<file path="src/rtl/core/mfcp_pkg.sv">
// Shared types and constants for the MIDI file chunk parser.
package mfcp_pkg;

    localparam logic [31:0] FILE_MAGIC  = 32'h4d546864;
    localparam logic [31:0] TRACK_MAGIC = 32'h4d54726b;
    localparam logic [15:0] MAX_FORMAT  = 16'd2;

    localparam logic [1:0] KIND_TRACK   = 2'd0;
    localparam logic [1:0] KIND_SUCCESS = 2'd1;
    localparam logic [1:0] KIND_ERROR   = 2'd2;

    localparam logic [2:0] ERR_NONE        = 3'd0;
    localparam logic [2:0] ERR_FILE_MAGIC  = 3'd1;
    localparam logic [2:0] ERR_MAIN_HEADER = 3'd2;
    localparam logic [2:0] ERR_TRACK_MAGIC = 3'd3;
    localparam logic [2:0] ERR_TRUNCATED   = 3'd4;

    typedef struct packed {
        logic [1:0]  kind;
        logic [2:0]  err;
        logic [15:0] index;
        logic [31:0] offset;
        logic [31:0] size;
        logic [15:0] ppq;
        logic [15:0] total;
    } record_t;

    typedef struct packed {
        logic    two;
        record_t rec1;
        record_t rec0;
    } group_t;

endpackage

</file>
<file path="src/rtl/core/mfcp_front.sv">
// Byte parser: tracks the chunk structure and forms the records each byte causes.
module mfcp_front
(
    input  logic                clk,
    input  logic                rst_n,
    input  logic                take,
    input  logic [7:0]          byte_value,
    input  logic                end_of_buffer,
    output logic                grp_valid,
    output mfcp_pkg::group_t    grp
);
    import mfcp_pkg::*;

    typedef enum logic [5:0] {
        PH_FILE = 6'b000001,
        PH_MAIN = 6'b000010,
        PH_THDR = 6'b000100,
        PH_DATA = 6'b001000,
        PH_DONE = 6'b010000,
        PH_WAIT = 6'b100000
    } phase_t;

    phase_t      phase_reg, phase_next;
    logic [3:0]  count_reg, count_next;
    logic [31:0] word_reg, word_next;
    logic [15:0] expected_reg, expected_next;
    logic [15:0] done_reg, done_next;
    logic [31:0] remaining_reg, remaining_next;
    logic [31:0] offset_reg, offset_next;
    logic [15:0] timebase_reg, timebase_next;
    logic [31:0] size_reg, size_next;

    logic        do_finish;
    logic [1:0]  n;
    logic [32:0] sum;
    record_t     rec0, rec1, err_rec, trunc_rec;

    always_comb
    begin
        phase_next     = phase_reg;
        count_next     = count_reg;
        word_next      = word_reg;
        expected_next  = expected_reg;
        done_next      = done_reg;
        remaining_next = remaining_reg;
        offset_next    = offset_reg;
        timebase_next  = timebase_reg;
        size_next      = size_reg;
        do_finish      = 1'b0;
        n              = 2'd0;
        sum            = 33'd0;
        rec0           = '0;
        rec1           = '0;
        err_rec        = '0;
        err_rec.kind   = KIND_ERROR;
        trunc_rec      = '0;
        trunc_rec.kind = KIND_ERROR;
        trunc_rec.err  = ERR_TRUNCATED;

        if (take)
        begin
            count_next = count_reg + 4'd1;
            unique case (phase_reg)
                PH_FILE:
                begin
                    if (count_reg < 4'd4)
                    begin
                        word_next = {word_reg[23:0], byte_value};
                    end
                    if (count_reg == 4'd7)
                    begin
                        count_next = 4'd0;
                        if (word_next != FILE_MAGIC)
                        begin
                            err_rec.err = ERR_FILE_MAGIC;
                            rec0        = err_rec;
                            n           = 2'd1;
                            phase_next  = PH_WAIT;
                        end
                        else
                        begin
                            phase_next = PH_MAIN;
                            word_next  = 32'd0;
                        end
                    end
                end
                PH_MAIN:
                begin
                    if (count_reg < 4'd2)
                    begin
                        word_next = {16'd0, word_reg[7:0], byte_value};
                    end
                    else if (count_reg < 4'd4)
                    begin
                        expected_next = {expected_reg[7:0], byte_value};
                    end
                    else
                    begin
                        timebase_next = {timebase_reg[7:0], byte_value};
                    end
                    if (count_reg == 4'd5)
                    begin
                        count_next = 4'd0;
                        if (word_next[15:0] > MAX_FORMAT || expected_next == 16'd0 ||
                            timebase_next == 16'd0)
                        begin
                            err_rec.err = ERR_MAIN_HEADER;
                            rec0        = err_rec;
                            n           = 2'd1;
                            phase_next  = PH_WAIT;
                        end
                        else
                        begin
                            phase_next = PH_THDR;
                            word_next  = 32'd0;
                            size_next  = 32'd0;
                        end
                    end
                end
                PH_THDR:
                begin
                    if (count_reg < 4'd4)
                    begin
                        word_next = {word_reg[23:0], byte_value};
                    end
                    else
                    begin
                        size_next = {size_reg[23:0], byte_value};
                    end
                    if (count_reg == 4'd7)
                    begin
                        count_next = 4'd0;
                        if (word_next != TRACK_MAGIC)
                        begin
                            err_rec.err = ERR_TRACK_MAGIC;
                            rec0        = err_rec;
                            n           = 2'd1;
                            phase_next  = PH_WAIT;
                        end
                        else if (size_next == 32'd0)
                        begin
                            do_finish = 1'b1;
                        end
                        else
                        begin
                            remaining_next = size_next;
                            phase_next     = PH_DATA;
                        end
                    end
                end
                PH_DATA:
                begin
                    count_next     = count_reg;
                    remaining_next = remaining_reg - 32'd1;
                    if (remaining_next == 32'd0)
                    begin
                        do_finish = 1'b1;
                    end
                end
                PH_DONE, PH_WAIT:
                begin
                    count_next = count_reg;
                end
                default:
                begin
                    count_next = count_reg;
                end
            endcase

            if (do_finish)
            begin
                rec0.kind   = KIND_TRACK;
                rec0.err    = ERR_NONE;
                rec0.index  = done_reg;
                rec0.offset = offset_reg;
                rec0.size   = size_next;
                rec0.ppq    = timebase_reg;
                rec0.total  = expected_reg;
                sum         = {1'b0, offset_reg} + {1'b0, size_next};
                offset_next = sum[32] ? 32'hffffffff : sum[31:0];
                done_next   = done_reg + 16'd1;
                if (done_next == expected_reg)
                begin
                    rec1.kind   = KIND_SUCCESS;
                    rec1.offset = offset_next;
                    rec1.ppq    = timebase_reg;
                    rec1.total  = expected_reg;
                    n           = 2'd2;
                    phase_next  = PH_DONE;
                end
                else
                begin
                    n          = 2'd1;
                    phase_next = PH_THDR;
                    word_next  = 32'd0;
                    size_next  = 32'd0;
                end
            end

            if (end_of_buffer)
            begin
                if (phase_next != PH_DONE && phase_next != PH_WAIT)
                begin
                    if (n == 2'd0)
                    begin
                        rec0 = trunc_rec;
                    end
                    else
                    begin
                        rec1 = trunc_rec;
                    end
                    n = n + 2'd1;
                end
                phase_next     = PH_FILE;
                count_next     = 4'd0;
                word_next      = 32'd0;
                expected_next  = 16'd0;
                done_next      = 16'd0;
                remaining_next = 32'd0;
                offset_next    = 32'd0;
                timebase_next  = 16'd0;
                size_next      = 32'd0;
            end
        end
    end

    assign grp_valid = (n != 2'd0);
    assign grp.two   = (n == 2'd2);
    assign grp.rec0  = rec0;
    assign grp.rec1  = rec1;

    always_ff @(posedge clk or negedge rst_n)
    begin
        if (!rst_n)
        begin
            phase_reg     <= PH_FILE;
            count_reg     <= 4'd0;
            word_reg      <= 32'd0;
            expected_reg  <= 16'd0;
            done_reg      <= 16'd0;
            remaining_reg <= 32'd0;
            offset_reg    <= 32'd0;
            timebase_reg  <= 16'd0;
            size_reg      <= 32'd0;
        end
        else
        begin
            phase_reg     <= phase_next;
            count_reg     <= count_next;
            word_reg      <= word_next;
            expected_reg  <= expected_next;
            done_reg      <= done_next;
            remaining_reg <= remaining_next;
            offset_reg    <= offset_next;
            timebase_reg  <= timebase_next;
            size_reg      <= size_next;
        end
    end

endmodule

</file>
<file path="src/rtl/core/mfcp_queue.sv">
// Short register queue of record groups between the parser and the output side.
module mfcp_queue
#(
    parameter int DEPTH = 4
)
(
    input  logic                clk,
    input  logic                rst_n,
    input  logic                wr_en,
    input  mfcp_pkg::group_t    wr_data,
    input  logic                rd_en,
    output mfcp_pkg::group_t    rd_data,
    output logic                q_full,
    output logic                q_empty
);
    import mfcp_pkg::*;

    localparam int PW = (DEPTH > 1) ? $clog2(DEPTH) : 1;
    localparam int CW = $clog2(DEPTH + 1);
    localparam logic [PW-1:0] LAST_PTR = PW'(DEPTH - 1);
    localparam logic [CW-1:0] DEPTH_C  = CW'(DEPTH);

    group_t          store_reg [DEPTH];
    logic [PW-1:0]   wr_ptr_reg, wr_ptr_next;
    logic [PW-1:0]   rd_ptr_reg, rd_ptr_next;
    logic [CW-1:0]   count_reg, count_next;

    assign q_full  = (count_reg == DEPTH_C);
    assign q_empty = (count_reg == '0);
    assign rd_data = store_reg[rd_ptr_reg];

    always_comb
    begin
        wr_ptr_next = wr_ptr_reg;
        rd_ptr_next = rd_ptr_reg;
        count_next  = count_reg;
        if (wr_en)
        begin
            wr_ptr_next = (wr_ptr_reg == LAST_PTR) ? '0 : wr_ptr_reg + PW'(1);
        end
        if (rd_en)
        begin
            rd_ptr_next = (rd_ptr_reg == LAST_PTR) ? '0 : rd_ptr_reg + PW'(1);
        end
        if (wr_en && !rd_en)
        begin
            count_next = count_reg + CW'(1);
        end
        else if (rd_en && !wr_en)
        begin
            count_next = count_reg - CW'(1);
        end
    end

    always_ff @(posedge clk)
    begin
        if (wr_en)
        begin
            store_reg[wr_ptr_reg] <= wr_data;
        end
    end

    always_ff @(posedge clk or negedge rst_n)
    begin
        if (!rst_n)
        begin
            wr_ptr_reg <= '0;
            rd_ptr_reg <= '0;
            count_reg  <= '0;
        end
        else
        begin
            wr_ptr_reg <= wr_ptr_next;
            rd_ptr_reg <= rd_ptr_next;
            count_reg  <= count_next;
        end
    end

endmodule

</file>
<file path="src/rtl/core/mfcp_back.sv">
// Output side: hands out the records of each queued group one beat at a time.
module mfcp_back
(
    input  logic                clk,
    input  logic                rst_n,
    input  mfcp_pkg::group_t    head,
    input  logic                q_empty,
    input  logic                pop,
    output logic                deq,
    output mfcp_pkg::record_t   cur,
    output logic                last
);
    import mfcp_pkg::*;

    logic sel_reg, sel_next;

    assign cur  = sel_reg ? head.rec1 : head.rec0;
    assign last = sel_reg || !head.two;
    assign deq  = pop && !q_empty && last;

    always_comb
    begin
        sel_next = sel_reg;
        if (pop && !q_empty)
        begin
            sel_next = !last;
        end
    end

    always_ff @(posedge clk or negedge rst_n)
    begin
        if (!rst_n)
        begin
            sel_reg <= 1'b0;
        end
        else
        begin
            sel_reg <= sel_next;
        end
    end

endmodule

</file>
<file path="src/rtl/core/midi_file_chunk_parser.sv">
// Top level of the MIDI file chunk parser: parser, record queue and output side.
//
//   Channel   Handshake      Beat
//   input     push / full    byte_value, end_of_buffer
//   result    pop / empty    record_kind .. last_of_run
//
// One byte is taken every cycle while the record queue has room; the parser
// updates its state in the cycle the byte is accepted and queues the zero to
// two records that byte causes, which appear on the result ports once they reach the queue head.
// The queue holds DEPTH record groups; full rises only when it is filled.
// Reset puts the parser in the file header phase and empties the queue.
module midi_file_chunk_parser
#(
    parameter int DEPTH = 4
)
(
    input  logic        clk,
    input  logic        rst_n,
    input  logic        push,
    output logic        full,
    input  logic [7:0]  byte_value,
    input  logic        end_of_buffer,
    output logic        empty,
    input  logic        pop,
    output logic [1:0]  record_kind,
    output logic [2:0]  error_code,
    output logic [15:0] track_index,
    output logic [31:0] track_offset,
    output logic [31:0] track_size,
    output logic [15:0] pulses_per_quarter,
    output logic [15:0] track_total,
    output logic        last_of_run
);
    import mfcp_pkg::*;

    logic    take;
    logic    grp_valid;
    group_t  grp;
    group_t  head;
    logic    q_full;
    logic    q_empty;
    logic    deq;
    record_t cur;
    logic    last;

    assign take  = push && !q_full;
    assign full  = q_full;
    assign empty = q_empty;

    mfcp_front u_front
    (
        .clk           (clk),
        .rst_n         (rst_n),
        .take          (take),
        .byte_value    (byte_value),
        .end_of_buffer (end_of_buffer),
        .grp_valid     (grp_valid),
        .grp           (grp)
    );

    mfcp_queue #(.DEPTH(DEPTH)) u_queue
    (
        .clk     (clk),
        .rst_n   (rst_n),
        .wr_en   (grp_valid),
        .wr_data (grp),
        .rd_en   (deq),
        .rd_data (head),
        .q_full  (q_full),
        .q_empty (q_empty)
    );

    mfcp_back u_back
    (
        .clk     (clk),
        .rst_n   (rst_n),
        .head    (head),
        .q_empty (q_empty),
        .pop     (pop),
        .deq     (deq),
        .cur     (cur),
        .last    (last)
    );

    assign record_kind        = cur.kind;
    assign error_code         = cur.err;
    assign track_index        = cur.index;
    assign track_offset       = cur.offset;
    assign track_size         = cur.size;
    assign pulses_per_quarter = cur.ppq;
    assign track_total        = cur.total;
    assign last_of_run        = last;

endmodule

</file>
<file path="config.mk">
export PLATFORM = sky130hd
export DESIGN_NAME = midi_file_chunk_parser
export DESIGN_NICKNAME = d
export VERILOG_FILES = /design/src/rtl/core/mfcp_pkg.sv /design/src/rtl/core/mfcp_front.sv /design/src/rtl/core/mfcp_queue.sv /design/src/rtl/core/mfcp_back.sv /design/src/rtl/core/midi_file_chunk_parser.sv
export SDC_FILE = /design/constraint.sdc
export NUM_CORES = 1
export LEC_CHECK = 0
export BUFFER_PORTS_ARGS = -buffer_cell sky130_fd_sc_hd__buf_2
export CAP_MARGIN = 20
export CORE_ASPECT_RATIO = 0.6
export CORE_MARGIN = 2
export CORE_UTILIZATION = 52
export CTS_CLUSTER_DIAMETER = 80
export DETAILED_ROUTE_END_ITERATION = 6
export HOLD_SLACK_MARGIN = 0.08
export PLACE_DENSITY_LB_ADDON = 0.15
export SETUP_SLACK_MARGIN = 0.1
export SYNTH_ARGS = -nofsm -noshare
export SYNTH_HDL_FRONTEND = slang
export SYNTH_SLANG_ARGS = --single-unit
</file>
<file path="constraint.sdc">
create_clock -name clk -period 15.3 [get_ports clk]
set_input_delay 3.06 -clock clk [delete_from_list [all_inputs] [get_ports clk]]
set_output_delay 3.06 -clock clk [all_outputs]
set_load 0.005 [all_outputs]
</file>
Word-level counts from Yosys, hierarchy flattened. Memory sizes are Yosys's and may differ from the RTL's. Cells that the tools add are included. W data, S select, Z words.

Bits in registers: 194. Output and inout bits: 120. Memories kept: 1. Bits in writable memories: 940.

Memories: u_queue.store_reg (words 4, bits a word 235, rd ports 1, clocked after Yosys merged registers in 0, wr ports 1, line mfcp_queue.sv:23) `group_t store_reg [DEPTH];`.

Magnitude comparators: 3. Equality and inequality tests: 18. Mux-type cells: 112. Reduce and logical (&&, ||, !) cells: 32. Add/sub/neg operators: 9.

Operators with widths (number): $mux W117 (16); $mux W32 (35); $pmux W117 S3 (1); $mux W16 (14); $pmux W32 S2 (2); $pmux W32 S3 (1); $logic_not A32 Y1 (2); $ne A32 B31 Y1 const B (2); $mux W6 (10); $add A32 B32 Y33 (1); $logic_not A16 Y1 (2); $sub A32 B1 Y32 const B (1); $mux W2 (12); $pmux W6 S3 (1); $add A16 B1 Y16 const B (1); $eq A16 B16 Y1 (1); $gt A16 B2 Y1 const B (1); $mux W4 (3); $mux W1 (11); $eq A4 B3 Y1 const B (2); $pmux W4 S2 (1); $reduce_bool A2 Y1 (4); $add A2 B1 Y2 const B (3); $eq A2 B2 Y1 const B (3); other kinds (27) (44).

Longest topological paths before layout.
Depth after elaboration: 23. Depth in mapped cells: 22. Gate-level depth less buffers: 18.

Cells and area by module. From an unflattened synthesis, not the netlist that was laid out.

Cell total of the unflattened synthesis: 3151. Area, all modules: 50201.9 um^2.

By module, submodules not included: mfcp_queue (cells an instance 1265, times used 1, seq. area each 28402.2 um^2, area an instance 34566.9 um^2); mfcp_front (cells an instance 1749, times used 1, seq. area each 4655.7 um^2, area an instance 14103.5 um^2); mfcp_back (cells an instance 136, times used 1, seq. area each 25.0 um^2, area an instance 1517.7 um^2); midi_file_chunk_parser (cells an instance 1, times used 1, seq. area each 0.0 um^2, area an instance 13.8 um^2).

Worst setup path before layout. Ideal clock, no wire load.

Path kind: input to register. From: in byte_value[3]. To: mem u_queue.store_reg[0][0] (netlist name), enable pin. Cell stages on the path: 11. Data arrival time: 13.092 ns. Buffers on the path: 2. Required time: 14.548 ns. Library setup time: 0.752 ns. Path slack: 1.456 ns. Cells stage by stage: clkbuf_1 -> or4_1 -> nor3_1 -> nand3_1 -> a211oi_1 -> and3_1 -> buf_2 -> or4_1 -> o31a_1 -> a21oi_4 -> nor2b_1.

Longest elaborated chain between the ends: 20.

RTL lines: start: declaration (line midi_file_chunk_parser.sv:21) `input logic [7:0] byte_value,`; parallel branches: the longest is 15 deep, another holds $gt A16 B2 Y1; $mux W2 * (line mfcp_front.sv:200) `if (end_of_buffer)`; $mux W2 * (line mfcp_front.sv:60) `if (take)`; $reduce_bool A2 Y1 * (line mfcp_front.sv:227) `assign grp_valid = (n != 2'd0);`; $mux W1 * (line mfcp_queue.sv:57) `if (wr_en)`; $mux W1 (not written as such) * (line mfcp_queue.sv:59) `store_reg[wr_ptr_reg] <= wr_data;`; end: declaration (line mfcp_queue.sv:23).

Mark *: on every way between the ends. The select of a mux whose other input is x is not followed.

==> flow_metrics.env <==
export IMPL_portBuffers=132
export IMPL_p_leak_uw=0.0162
export IMPL_timing_setup_tns_ns=0
export IMPL_path_class="input pin to flip-flop"
export IMPL_place_gp_congestion=0.953
export IMPL_routed_wire_length_per_instance_um=26.4
export IMPL_worstSetupStartpointType="input pin"
export IMPL_drt_antenna_violating_nets=0
export IMPL_design_final_nets=2943
export IMPL_global_route_usage_met1=0.431
export IMPL_post_cts_resize_count=0
export IMPL_die_h_um=222
export IMPL_use_met3=0.0460
export IMPL_initial_antenna_violation_count=4
export IMPL_clk_transition_reported_paths_ns=0.07
export IMPL_synth_largest_area_cell="edfxtp_1"
export IMPL_maxClockFrequency_ghz=0.115
export IMPL_cellPowerDensity_nw_per_um2=157
export IMPL_floorplan_rows=80
export IMPL_largest_net_degree_at_the_start_of_global_routing=91
export IMPL_placement_cell_area_um2=43100
export IMPL_synth_xor_xnor_area_share=0.0104
export IMPL_synth_net_count=2843
export IMPL_average_instance_area_after_synthesis_um2=14.9
export IMPL_total_power_uw=7230
export IMPL_initialDrtViolationCount=2953
export IMPL_cts_path_max_buffers=3
export IMPL_synth_compound_gate_area_share=0.0804
export IMPL_synth_seq_cells=926
export IMPL_critical_path_n_buffers_inverters=3
export IMPL_cell_depth_of_the_worst_min_delay_path=1
export IMPL_detail_route_vias_per_cell=6.34
export IMPL_grtUsageTotal=0.260
export IMPL_cp_required_ns=15.79
export IMPL_die_area_um2=81900
export IMPL_clock_latency_ns=0.68
export IMPL_slew_limit_headroom=0.270
export IMPL_timing_hold_violations_final=0
export IMPL_reg2reg_depth=13
export IMPL_worst_endpoint_arrival_ns=9.19
export IMPL_report_final_setup_viol=0
export IMPL_critPathCaptureType="flip-flop"
export IMPL_number_of_pins_exceeding_their_max_slew_limit_in_the_final_report=0
export IMPL_fin_util=0.582
export IMPL_synth_mux_area_frac=0.123
export IMPL_synth_simple_gate_area_share=0.102
export IMPL_path_cells="buf_2, or4_1, nor3_1, a31oi_1, o22a_1, and3_1, buf_4, o22ai_1, ha_1, inv_1, fa_1, nand2b_1, a21oi_1, o21ai_0, o21a_1, o31a_1, a211oi_1, o221a_2, a2111oi_0, nor2_1"
export IMPL_maxCapViolations=0
export IMPL_worst_ir_drop_vdd_mv=0.0935
export IMPL_cp_slowest_cell="o221a_2"
export IMPL_synth_seq_area_share=0.649
export IMPL_asyncSetResetFlopFracSynth=0.210
export IMPL_detailedRoute_firstPassIterationCount=6
export IMPL_yosys_warnings=0
export IMPL_worst_slew_pin_transition_ns=1.09
export IMPL_syn2layout_area_growth_pct=11.4
export IMPL_synth_fa_ha_area_frac=0.0143
export IMPL_route_detailed_drc=0
export IMPL_cts_root_buf="clkbuf_16"
export IMPL_die_width_um=368
export IMPL_rsz_0062_raised_after_global_routing="false"
export IMPL_synth_enable_flop_cells=732
export IMPL_postCtsHoldBufs=0
export IMPL_synth_top_cells_by_area="edfxtp_1 (53%), dfrtp_1 (12%), mux4_2 (10%)"
export IMPL_critical_path_cell_count=20
export IMPL_cts_inserted_buffers=86
export IMPL_post_synth_num_cell_types=88
export IMPL_clock_period_minus_final_worst_setup_slack_ns=8.70
export IMPL_io_pins=133
export IMPL_timing_final_crit_share=0.569
export IMPL_detailroute_via_count=25500
export IMPL_crit_path_leading_delay_family="compound AO/OA/AOI/OAI gates"
export IMPL_timing_critical_path_fanout_max=32
export IMPL_timing_critical_path_slowest_cell_delay_ns=0.92
export IMPL_fin_skew_ns=0.0285
export IMPL_cts_tree="built"
export IMPL_cts_htree_levels=3
export IMPL_status="finished, final reports clean"
export IMPL_syn_instance_count=2784
export IMPL_largest_register_ffs=732
export IMPL_core_region_area_um2=79100
export IMPL_most_heavily_used_metal_layer_in_global_routing="met1"
export IMPL_dp_cells=3862
export IMPL_initial_standard_cell_utilization_of_the_core=0.523
export IMPL_number_of_clock_sinks=926
export IMPL_wire_length_of_the_first_global_routing_pass_um=160000
export IMPL_synth_top_cell_area_share=0.532
export IMPL_hpwl_um=67800
export IMPL_final_layout_size_suffix_gt1_frac=0.206
export IMPL_globalRouteOverflowTotal=0
export IMPL_grt_pass1_vias=24800
export IMPL_holdCritPathClass="flip-flop to flip-flop"
export IMPL_drt_wl_total_um=106000
export IMPL_synth_ff_type="edfxtp_1"
export IMPL_layoutNonFillerInstCount=4024
export IMPL_largest_family_of_logic_cells_by_synthesized_area="multiplexers"
export IMPL_postCtsSetupBuffers=0
export IMPL_final_design_area_no_fill_um2=46100
export IMPL_met2_usage=0.356
export IMPL_synth_area_um2=41400
[worst register-to-register path, delay by kind of cell (launching register included)]
kind,cells,cell delay [ns]
DFF,1,0.47
adders and majority gates,1,0.24
AOI/OAI and AO/OA,2,0.59
and+or+nand+nor,6,3.23
buffers and inverters,3,1.60
muxes,1,0.25
[report_power, final]
part	leakage (uW)	internal, uW	switching [uW]	total, uW
Combinational	0.00582	896	961	1860
Sequential	0.00903	3000	159	3150
Clock	0.00140	1270	954	2220
[logic make-up after synthesis]
group                    after synthesis
AO/OA/AOI/OAI                        486
adder cells (fa/ha/maj)               46
buffers and inverters                215
XOR/XNOR                              49
flip-flops                           926
AND/OR/NAND/NOR                      791
multiplexers                         271
[path summary, 6_finish.rpt]
check	from	end	slack [ns]
worst max-delay path	byte_value[3]	u_queue.store_reg[1][206]	6.60
worst min-delay path	u_front.word_reg[24]	u_front.word_reg[24]	0.51
worst max register to register	u_front.remaining_reg[0]	u_queue.store_reg[1][28]	8.44
worst min register to register	u_front.word_reg[24]	u_front.word_reg[24]	0.51
max in group asynchronous	rst_n	u_front.word_reg[27]	10.74
min in group asynchronous	rst_n	u_front.offset_reg[26]	2.47
[cell usage after synthesis (all sizes together) (20+ instances only)]
cell	count
and2	104
dfrtp	193
ha	44
nor2b	62
edfxtp	732
o22ai	23
o21ai	147
xnor2	32
nor3	61
or3	20
clkbuf	113
mux2	69
nor2	146
a21oi	79
inv	47
a22o	98
nand3	38
buf	55
mux4	183
and3	50
nor4	42
nand2	166
[area by class of cell]
cell class / count / area [um2]
antenna: 2 / 5.00
fill: 6189 / 33000
clock buffer: 108 / 2400
tap: 1066 / 1330
multi-input combinational: 1643 / 13700
sequential: 926 / 26800
inverter: 47 / 176
clock inverter: 52 / 534
timing repair buffer: 180 / 1030
[through the flow]
stage,hold WS (ns),setup WS [ns]
2_1_floorplan,0.456,1.46
3_3_place_gp,0.473,6.28
3_5_place_dp,0.488,6.05
4_1_cts,0.507,6.73
5_1_grt,0.520,6.21
6_report,0.508,6.60
[layout by cell type, fill, tap and decap left out, drive strengths merged, types with 69 or more instances in the layout]
cell type / count
o21ai: 147
a22o: 98
mux4: 183
edfxtp: 732
dfrtp: 193
mux2: 69
and2: 104
nor2: 146
clkbuf: 109
buf: 179
a21oi: 79
nand2: 166
[per-layer routing]
layer  vias up  part of all wire
met5         -                 0
met2      1016              0.42
li1      11100                 -
met4         0             0.016
met1     13200              0.48
met3       144             0.076
(Power assumes the default switching activity.)
